File: src/rtl/wsd_pkg.sv
// Package for the WebSocket frame deframer: field widths, header constants,
// parse phase encoding and the result record. No dependencies.
package wsd_pkg;

	localparam int BYTE_W   = 8;
	localparam int OPCODE_W = 4;
	localparam int LEN_W    = 63;
	localparam int KEY_W    = 32;
	localparam int CNT_W    = 3;

	localparam int EXT16_BYTES = 2;
	localparam int EXT64_BYTES = 8;
	localparam int KEY_BYTES   = 4;

	localparam logic [6:0] LEN_EXT16 = 7'd126;
	localparam logic [6:0] LEN_EXT64 = 7'd127;

	typedef enum logic [2:0] {
		PH_FIRST   = 3'd0,
		PH_SECOND  = 3'd1,
		PH_EXT16   = 3'd2,
		PH_EXT64   = 3'd3,
		PH_KEY     = 3'd4,
		PH_PAYLOAD = 3'd5
	} phase_t;

	typedef struct packed {
		logic                is_header;
		logic                fin_flag;
		logic [OPCODE_W-1:0] frame_opcode;
		logic                masked_flag;
		logic [LEN_W-1:0]    frame_length;
		logic [BYTE_W-1:0]   payload_byte;
		logic                last;
	} result_t;

endpackage

File: src/rtl/wsd_if.sv
// Valid/ready channel interfaces for the deframer's byte input and result output.
// Depends on wsd_pkg for the field widths.
interface wsd_in_if;
	logic                       valid;
	logic                       ready;
	logic [wsd_pkg::BYTE_W-1:0] in_byte;

	modport source (output valid, output in_byte, input ready);
	modport sink (input valid, input in_byte, output ready);
endinterface

interface wsd_out_if;
	logic                         valid;
	logic                         ready;
	logic                         is_header;
	logic                         fin_flag;
	logic [wsd_pkg::OPCODE_W-1:0] frame_opcode;
	logic                         masked_flag;
	logic [wsd_pkg::LEN_W-1:0]    frame_length;
	logic [wsd_pkg::BYTE_W-1:0]   payload_byte;
	logic                         last;

	modport source (output valid, output is_header, output fin_flag, output frame_opcode,
		output masked_flag, output frame_length, output payload_byte, output last,
		input ready);
	modport sink (input valid, input is_header, input fin_flag, input frame_opcode,
		input masked_flag, input frame_length, input payload_byte, input last,
		output ready);
endinterface

File: src/rtl/websocket_frame_deframer_top.sv
// Top level of the WebSocket frame deframer.
// Depends on wsd_pkg and the channel interfaces in wsd_if.sv.

// The deframer takes one frame byte per clock cycle while input ready is high
// and answers every item with at most one registered result: a header
// result once the length and masking key are complete, then one unmasked
// payload byte per payload item, the final one marked last. The parse state
// advances in the cycle an item is accepted, and results wait in a two-entry
// output stage, so a stalled output stops the input only after two results are
// held; input ready depends only on that stage, never on the parse phase.
module websocket_frame_deframer_top (
	input logic       clk,
	input logic       arst_n,
	wsd_in_if.sink    byte_ch,
	wsd_out_if.source result_ch
);
	import wsd_pkg::*;

	phase_t               ph_q, ph_d;
	logic [CNT_W-1:0]     cnt_q, cnt_d;
	logic [LEN_W-1:0]     len_q, len_d;
	logic [KEY_W-1:0]     key_q, key_d;
	logic [LEN_W-1:0]     pcnt_q, pcnt_d;
	logic                 fin_q, fin_d;
	logic [OPCODE_W-1:0]  op_q, op_d;
	logic                 msk_q, msk_d;

	logic                 accept;
	logic                 emit;
	logic                 len_done;
	logic                 hdr_emit;
	logic [LEN_W-1:0]     pcnt_inc;
	logic [BYTE_W-1:0]    key_byte;
	result_t              res;

	result_t              out_q, skid_q;
	logic                 out_valid_q, skid_valid_q;
	logic                 out_free;

	assign accept   = byte_ch.valid & byte_ch.ready;
	assign pcnt_inc = pcnt_q + LEN_W'(1);
	assign key_byte = BYTE_W'(key_q >> {~pcnt_q[1:0], 3'b000});

	always_comb begin
		ph_d     = ph_q;
		cnt_d    = cnt_q;
		len_d    = len_q;
		key_d    = key_q;
		pcnt_d   = pcnt_q;
		fin_d    = fin_q;
		op_d     = op_q;
		msk_d    = msk_q;
		emit     = 1'b0;
		len_done = 1'b0;
		hdr_emit = 1'b0;
		res      = '0;

		case (ph_q)
			PH_PAYLOAD: begin
				pcnt_d           = pcnt_inc;
				emit             = 1'b1;
				res.payload_byte = byte_ch.in_byte ^ key_byte;
				res.last         = (pcnt_inc == len_q);
				if (pcnt_inc == len_q) begin
					ph_d = PH_FIRST;
				end
			end
			PH_KEY: begin
				key_d = {key_q[KEY_W-BYTE_W-1:0], byte_ch.in_byte};
				cnt_d = cnt_q + CNT_W'(1);
				if (cnt_q == CNT_W'(KEY_BYTES - 1)) begin
					hdr_emit = 1'b1;
				end
			end
			PH_EXT16, PH_EXT64: begin
				len_d = {len_q[LEN_W-BYTE_W-1:0], byte_ch.in_byte};
				cnt_d = cnt_q + CNT_W'(1);
				if ((ph_q == PH_EXT16 && cnt_q == CNT_W'(EXT16_BYTES - 1)) ||
				    (ph_q == PH_EXT64 && cnt_q == CNT_W'(EXT64_BYTES - 1))) begin
					len_done = 1'b1;
				end
			end
			PH_SECOND: begin
				msk_d = byte_ch.in_byte[7];
				len_d = '0;
				cnt_d = '0;
				if (byte_ch.in_byte[6:0] == LEN_EXT16) begin
					ph_d = PH_EXT16;
				end else if (byte_ch.in_byte[6:0] == LEN_EXT64) begin
					ph_d = PH_EXT64;
				end else begin
					len_d    = LEN_W'(byte_ch.in_byte[6:0]);
					len_done = 1'b1;
				end
			end
			default: begin
				fin_d  = byte_ch.in_byte[7];
				op_d   = byte_ch.in_byte[OPCODE_W-1:0];
				msk_d  = 1'b0;
				len_d  = '0;
				key_d  = '0;
				pcnt_d = '0;
				cnt_d  = '0;
				ph_d   = PH_SECOND;
			end
		endcase

		if (len_done) begin
			cnt_d = '0;
			if (msk_d) begin
				ph_d = PH_KEY;
			end else begin
				hdr_emit = 1'b1;
			end
		end

		if (hdr_emit) begin
			cnt_d         = '0;
			pcnt_d        = '0;
			emit          = 1'b1;
			res.is_header = 1'b1;
			res.last      = (len_d == '0);
			ph_d          = (len_d == '0) ? PH_FIRST : PH_PAYLOAD;
		end

		res.fin_flag     = fin_d;
		res.frame_opcode = op_d;
		res.masked_flag  = msk_d;
		res.frame_length = len_d;
	end

	always_ff @(posedge clk or negedge arst_n) begin
		if (!arst_n) begin
			ph_q   <= PH_FIRST;
			cnt_q  <= '0;
			len_q  <= '0;
			key_q  <= '0;
			pcnt_q <= '0;
			fin_q  <= 1'b0;
			op_q   <= '0;
			msk_q  <= 1'b0;
		end else if (accept) begin
			ph_q   <= ph_d;
			cnt_q  <= cnt_d;
			len_q  <= len_d;
			key_q  <= key_d;
			pcnt_q <= pcnt_d;
			fin_q  <= fin_d;
			op_q   <= op_d;
			msk_q  <= msk_d;
		end
	end

	assign byte_ch.ready = ~skid_valid_q;
	assign out_free      = ~out_valid_q | result_ch.ready;

	always_ff @(posedge clk or negedge arst_n) begin
		if (!arst_n) begin
			out_valid_q  <= 1'b0;
			skid_valid_q <= 1'b0;
		end else if (out_free) begin
			if (skid_valid_q) begin
				out_valid_q  <= 1'b1;
				skid_valid_q <= 1'b0;
			end else begin
				out_valid_q <= accept & emit;
			end
		end else if (accept & emit) begin
			skid_valid_q <= 1'b1;
		end
	end

	always_ff @(posedge clk) begin
		if (out_free) begin
			if (skid_valid_q) begin
				out_q <= skid_q;
			end else begin
				out_q <= res;
			end
		end else if (accept & emit) begin
			skid_q <= res;
		end
	end

	assign result_ch.valid        = out_valid_q;
	assign result_ch.is_header    = out_q.is_header;
	assign result_ch.fin_flag     = out_q.fin_flag;
	assign result_ch.frame_opcode = out_q.frame_opcode;
	assign result_ch.masked_flag  = out_q.masked_flag;
	assign result_ch.frame_length = out_q.frame_length;
	assign result_ch.payload_byte = out_q.payload_byte;
	assign result_ch.last         = out_q.last;

endmodule

File: src/flat_wrapper.sv
// flat-port wrapper written by rule: the top's interface ports become plain ports
module websocket_frame_deframer_top_flat import wsd_pkg::*;
  (clk, arst_n, byte_ch_valid, byte_ch_in_byte, byte_ch_ready, result_ch_valid, result_ch_is_header, result_ch_fin_flag, result_ch_frame_opcode, result_ch_masked_flag, result_ch_frame_length, result_ch_payload_byte, result_ch_last, result_ch_ready);
  wsd_in_if byte_ch_i ();
  wsd_out_if result_ch_i ();
  input logic clk;
  input logic arst_n;
  input wire logic [$bits(byte_ch_i.valid)-1:0] byte_ch_valid;
  input wire logic [$bits(byte_ch_i.in_byte)-1:0] byte_ch_in_byte;
  output wire logic [$bits(byte_ch_i.ready)-1:0] byte_ch_ready;
  output wire logic [$bits(result_ch_i.valid)-1:0] result_ch_valid;
  output wire logic [$bits(result_ch_i.is_header)-1:0] result_ch_is_header;
  output wire logic [$bits(result_ch_i.fin_flag)-1:0] result_ch_fin_flag;
  output wire logic [$bits(result_ch_i.frame_opcode)-1:0] result_ch_frame_opcode;
  output wire logic [$bits(result_ch_i.masked_flag)-1:0] result_ch_masked_flag;
  output wire logic [$bits(result_ch_i.frame_length)-1:0] result_ch_frame_length;
  output wire logic [$bits(result_ch_i.payload_byte)-1:0] result_ch_payload_byte;
  output wire logic [$bits(result_ch_i.last)-1:0] result_ch_last;
  input wire logic [$bits(result_ch_i.ready)-1:0] result_ch_ready;
  assign byte_ch_i.valid = byte_ch_valid;
  assign byte_ch_i.in_byte = byte_ch_in_byte;
  assign byte_ch_ready = byte_ch_i.ready;
  assign result_ch_valid = result_ch_i.valid;
  assign result_ch_is_header = result_ch_i.is_header;
  assign result_ch_fin_flag = result_ch_i.fin_flag;
  assign result_ch_frame_opcode = result_ch_i.frame_opcode;
  assign result_ch_masked_flag = result_ch_i.masked_flag;
  assign result_ch_frame_length = result_ch_i.frame_length;
  assign result_ch_payload_byte = result_ch_i.payload_byte;
  assign result_ch_last = result_ch_i.last;
  assign result_ch_i.ready = result_ch_ready;
  websocket_frame_deframer_top u_core (.clk(clk), .arst_n(arst_n), .byte_ch(byte_ch_i), .result_ch(result_ch_i));
endmodule
File: config.mk
export PLATFORM = sky130hd
export DESIGN_NAME = websocket_frame_deframer_top_flat
export DESIGN_NICKNAME = d
export VERILOG_FILES = /design/src/rtl/wsd_pkg.sv /design/src/rtl/wsd_if.sv /design/src/rtl/websocket_frame_deframer_top.sv /design/src/flat_wrapper.sv
export SDC_FILE = /design/constraint.sdc
export NUM_CORES = 1
export LEC_CHECK = 0
export BUFFER_PORTS_ARGS = -buffer_cell sky130_fd_sc_hd__buf_2
export CORE_AREA = 2 2 216 218
export DETAILED_ROUTE_END_ITERATION = 10
export DIE_AREA = 0 0 218 220
export GPL_TIMING_DRIVEN = 0
export HOLD_SLACK_MARGIN = 0.08
export SETUP_SLACK_MARGIN = 0.5
export SLEW_MARGIN = 10
export SYNTH_ARGS = -nofsm -noshare
export SYNTH_HDL_FRONTEND = slang
export SYNTH_SLANG_ARGS = --single-unit
File: constraint.sdc
create_clock -name clk -period 10.1 [get_ports clk]
set_input_delay 1.515 -clock clk [delete_from_list [all_inputs] [get_ports clk]]
set_output_delay 1.515 -clock clk [all_outputs]
set_load 0.02 [all_outputs]
# Yosys cells after proc, flatten, opt, wreduce, memory -nomap -nowiden
# Cells that the tools add are included.
[op_classes]
n_mux = 37
n_eq_ne = 13
bitwise = 9
reduce_logical = 16
add_sub_neg = 2
n_shift = 1
[ops]
columns = ["cell", "n"]
rows = [
  ["63-bit one-hot mux with 3 select lines", 1],
  ["63-bit two-way mux", 2],
  ["63-bit one-hot mux with 2 select lines", 1],
  ["79-bit two-way mux", 1],
  ["32-bit one-hot mux with 2 select lines", 1],
  ["63-bit by 1-bit adder with 63-bit output (second input constant)", 1],
  ["63-bit equality test", 1],
  ["63-bit zero test", 1],
  ["32-bit by 5-bit right shift with 8-bit output", 1],
  ["3-bit two-way mux", 9],
  ["1-bit two-way mux", 15],
  ["7-bit equality test (second input constant)", 2],
  ["4-bit OR reduction", 3],
  ["3-bit by 2-bit equality test with 1-bit output (second input constant)", 3],
  ["3-bit equality test (second input constant)", 3],
  ["9-bit two-way mux", 1],
  ["3-bit one-hot mux with 3 select lines", 1],
  ["2-bit AND reduction", 4],
  ["8-bit bitwise XOR", 1],
  ["7-bit two-way mux", 1],
  ["3-bit by 1-bit equality test with 1-bit output (second input constant)", 2],
  ["3-bit one-hot mux with 2 select lines", 1],
  ["5-bit OR reduction", 1],
  ["4-bit two-way mux", 1],
  ["13 further kinds", 20],
]
[totals]
ff_bits = 330
input_bits = 12
out_inout_bits = 81
wordCells = 102

# Logic depth before layout (Yosys ltp)
[depth]
word_depth = 10
ltp_mapped = 12
ltp_nobuf = 10

# Least setup slack after synthesis
# No wires, ideal clock.
[synth_path]
path_type = "input -> register"
start = "input result_ch_ready"
end = "register u_core.skid_q[0] in the netlist's numbering, enable pin"
n_path_buf = 0
stages = 2
path_slack_ps = -99
t_arrival_ps = 9565
t_required_ps = 9467
path_cell_list = "nand2b_1 a211oi_1"
[synth_between]
elab_chain_cells = 3
[synth_rtl]
columns = ["item", "line_no", "rtl"]
rows = [
  ["from (decl)", "flat_wrapper.sv:19", "input wire logic [$bits(result_ch_i.ready)-1:0] result_ch_ready;"],
  ["1-bit OR", "websocket_frame_deframer_top.sv:155", "assign out_free = ~out_valid_q | result_ch.ready;"],
  ["1-bit inverter (no line)", "-", ""],
  ["2-bit AND reduction (no line)", "-", ""],
  ["to (signal assigned)", "websocket_frame_deframer_top.sv:181", "skid_q <= res;"],
  ["to (decl)", "websocket_frame_deframer_top.sv:36", "result_t out_q, skid_q;"],
]
# Every way passes these cells.
# A chain may end at the register's enable or synchronous reset.

# Final worst setup path
[layout_path]
start = "register u_core.ph_q[1]"
end = "register u_core.skid_q[53] in the netlist's numbering, enable pin"
[layout_between]
elab_chain_cells = 9
word_cells_on_any_way = 20
cone_classes = "5 x eq/ne; 8 x mux; 1 x bitwise; 6 x reduce/logical"
[layout_rtl]
columns = ["item", "line_no", "rtl"]
rows = [
  ["from (decl)", "websocket_frame_deframer_top.sv:19", "phase_t ph_q, ph_d;"],
  ["from (signal assigned)", "websocket_frame_deframer_top.sv:143", "ph_q <= ph_d;"],
  ["3-bit by 2-bit equality test with 1-bit output, on equally long branches", "websocket_frame_deframer_top.sv:58, websocket_frame_deframer_top.sv:78, websocket_frame_deframer_top.sv:79", ""],
  ["1-bit logical AND, on equally long branches", "websocket_frame_deframer_top.sv:78, websocket_frame_deframer_top.sv:79", ""],
  ["1-bit logical OR", "websocket_frame_deframer_top.sv:78", "if ((ph_q == PH_EXT16 && cnt_q == CNT_W'(EXT16_BYTES - 1)) ||"],
  ["1-bit two-way mux", "websocket_frame_deframer_top.sv:78", ""],
  ["1-bit one-hot mux with 2 select lines", "websocket_frame_deframer_top.sv:58", "case (ph_q)"],
  ["1-bit two-way mux", "websocket_frame_deframer_top.sv:108", "if (len_done) begin"],
  ["1-bit two-way mux (*)", "websocket_frame_deframer_top.sv:117", "if (hdr_emit) begin"],
  ["1-bit AND (*)", "websocket_frame_deframer_top.sv:180", "end else if (accept & emit) begin"],
  ["2-bit AND reduction (no line) (*)", "-", ""],
]
# Every way passes the cells marked *; elsewhere a longest branch is shown, timed or not.

==> results.yml <==
status:
  status: "finished clean"
sta:
  fin_crit_ns: 5.61
  hold_viol: 0
  fin_crit_sh: 0.556
  drv_slew: 0
  clock.fmax_mhz: 178
  setup_viol: 0
  tns_ns: 0
  finClkSkew_ns: 0.0200
  rsz0062_at_grt: "no"
  fin_ws_ns: 4.49
  worst_slew_pin_slew_ns: 1.16
  relSlewSlack: 0.220
clocking:
  postCtsResizedCells: 0
  cts_tree: "done"
  ctsHoldBuffers: 0
  postCtsSetupBuffers: 0
  cts_root_buf: "clkbuf_16"
  clockBufferDepth: 3
  htreeDepth: 2
  clk_latency_ns: 0.55
  clkTransAtPathRegs_ns: 0.06
  numCtsBuffers: 35
  clock-sinks: 330
critical_path:
  crit_type: "flip-flop to flip-flop"
  critPathCaptureType: "flip-flop"
  required_ns: 10.34
  rr_worst_depth: 13
  cp.arrival_ns: 5.85
  crit_path_start_kind: "flip-flop"
  worstPathMaxFanout: 18
route:
  wl_per_cell_um: 23.1
  wirelength_mm: 56.2
  antenna_left: 0
  first_pass_iters: 6
  viasPerCell: 5.82
  drt_iter0_drc: 1445
  drc: 0
  num_vias: 14100
yosys:
  async_flop_share: 0.521
  synth_edf_count: 158
  ys_ff_latch: 330
  ys.flop_type: "dfrtp_1"
  syn_nets: 1677
  synth_area_um2: 17200
  syn_inst: 1660
  syn_avg_cell_area_um2: 10.3
  ys_types: 73
  ys_warn_count: 0
  ys_seq_area_frac: 0.527
floorplanning:
  dieWidth_um: 218
  start_util: 0.374
  rows: 79
  core_area_um2: 45900
  die_h_um: 220
  die-area_um2: 48000
  ios: 93
place:
  gp_congestion: 0.971
  dp_cells: 2366
  port_buffers: 92
  dp_slack_ns: 4.66
  dpl.hpwl_mm: 41.5
power_and_ir_drop:
  power_frac_comb: 0.214
  switching_share: 0.313
  p_int_mw: 2.59
  totalPowerFinal_mw: 3.77
  p_leak_nw: 7.94
  peakVddDrop_v: 0.000139
  clockPowerShare: 0.328
  switching_power_mw: 1.18
  pwr-share-seq: 0.457
  p_per_area_nw_per_um2: 192
finish:
  multi_input_area_um2: 7380
  n_antenna_cell: 0
  instances_no_fill: 2430
  area_delta_synth_final_pct: 14.4
  ff_latch_area_um2: 9050
  fill_cells: 4388
  drive_above_1_share: 0.151
  nNetsFinal: 1813
global_routing:
  grt_pass1_wl_mm: 84.5
  grt_pass1_vias: 13800
  gr-usage-all-layers: 0.233
  grt_util_met3: 0.0454
  busiest_layer: "met2"
  grt_max_degree: 95
  met1_usage: 0.310
  grt_util_met2: 0.372
  gr-total-overflow: 0
  antenna_found_initial: 0
worst_hold_path:
  hold_path.class: "flip-flop to flip-flop"
  hold_path_depth: 2
run:
  max_cap_viol_count: 0
==> power groups by stage <==
| stage | combinational, mW | clock, mW | sequential [mW] |
|---|---|---|---|
| detailed placement | 0.804 | 0 | 1.75 |
| floorplan | 0.451 | 0 | 1.79 |
| CTS | 0.809 | 1.26 | 1.72 |
| global route | 0.881 | 1.31 | 1.74 |
| finish | 0.808 | 1.24 | 1.73 |
| global placement | 0.782 | 0 | 1.75 |
==> final timing paths <==
check	from	endpoint	slack, ns
min reg2reg	u_core.key_q[26]	u_core.key_q[26]	0.47
max in group asynchronous	arst_n	u_core.len_q[60]	8.18
max	u_core.ph_q[1]	u_core.skid_q[53]	4.49
min	u_core.key_q[26]	u_core.key_q[26]	0.47
max reg2reg	u_core.ph_q[1]	u_core.skid_q[53]	4.49
min in group asynchronous	arst_n	u_core.key_q[19]	0.95
==> through the flow <==
step / instance area [um^2] / hold WS [ns] / util
finish: 19600 / 0.468 / 0.428
global route: 19600 / 0.492 / 0.428
CTS: 19600 / 0.470 / 0.428
detailed placement: 18500 / 0.454 / 0.404
global placement: 18400 / 0.448 / 0.401
floorplan: 17200 / 0.434 / -
==> worst max-delay path, cell delays in order, from the launching register on <==
cell and delay (ns):
dfrtp_1 0.44, nor2b_1 0.14, clkbuf_1 0.46, clkbuf_1 0.55
buf_1 0.63, nand2_1 0.55, clkbuf_1 0.47, buf_1 0.40
a211oi_4 0.68, buf_8 0.23, buf_16 0.16, buf_8 0.16
buf_8 0.19, buf_8 0.20
==> per-layer routing <==
layer / up-vias / part of all wire
li1: 6359 / -
met1: 6969 / 0.42
met2: 681 / 0.46
met3: 134 / 0.082
met4: 0 / 0.040
met5: - / 0
==> layout make-up <==
type,instances,share of cell area
sequential,330,0.461
multi-input combinational,1184,0.376
clock buffer,48,0.0487
tap,607,0.0387
buffer,116,0.0328
timing repair buffer,99,0.0312
clock inverter,16,0.00593
inverter,30,0.00574
==> flip-flops by register name (all words and copies together), names as in the netlist, 4 cells and up <==
signal,flops
u_core.skid_q,79
u_core.op_q,4
u_core.result_ch.frame_opcode,4
u_core.result_ch.frame_length,63
u_core.result_ch.payload_byte,8
u_core.len_q,63
u_core.key_q,32
u_core.pcnt_q,63
==> synthesized netlist by cell type, types with 7 or more instances <==
cell,number,area share
nor4_1,34,0.012
and3_1,23,0.0084
mux4_2,8,0.011
clkbuf_8,9,0.0072
dfrtp_1,172,0.25
a22o_1,48,0.025
o31ai_1,42,0.018
nand2_1,309,0.068
inv_1,30,0.0066
nor2b_1,16,0.0058
and4_1,18,0.0092
nand4_1,52,0.019
a31oi_1,15,0.0055
and2_1,7,0.0026
clkbuf_1,81,0.018
xor2_1,25,0.013
nand3_1,62,0.018
or3_1,11,0.0040
buf_1,13,0.0028
nor3_1,19,0.0055
a21oi_1,38,0.011
nor2_1,90,0.020
o21ai_0,109,0.032
xnor2_1,67,0.034
edfxtp_1,158,0.28
o41ai_1,16,0.0082
nand2b_1,8,0.0029
a22oi_1,22,0.0096
mux2_2,74,0.049
==> cell usage in the layout, fill, tap and decap left out, types with 19 or more instances in the layout <==
cell	n
o21ai_0	109
mux2_2	74
nor3_1	19
xnor2_1	67
o31ai_1	42
nor4_1	33
a22oi_1	22
a21oi_1	38
nor2_1	90
edfxtp_1	158
a22o_1	48
xor2_1	25
clkbuf_16	36
inv_1	30
dfrtp_1	172
nand2_1	309
clkbuf_1	92
nand3_1	62
buf_2	96
and3_1	23
nand4_1	52
==> logic make-up (layout without fill, tap and decap cells) <==
kind of cell,Yosys count,in the layout,share of synthesized area
adder cells (fa/ha/maj),5,5,0.00365
XOR/XNOR,92,92,0.0470
AND/OR/NAND/NOR,681,681,0.193
AO/OA/AOI/OAI,323,323,0.125
multiplexers,83,83,0.0597
buffers and inverters,146,309,0.0441
flip-flops,330,330,0.527
No activity file was read; power rests on OpenSTA's default activity.
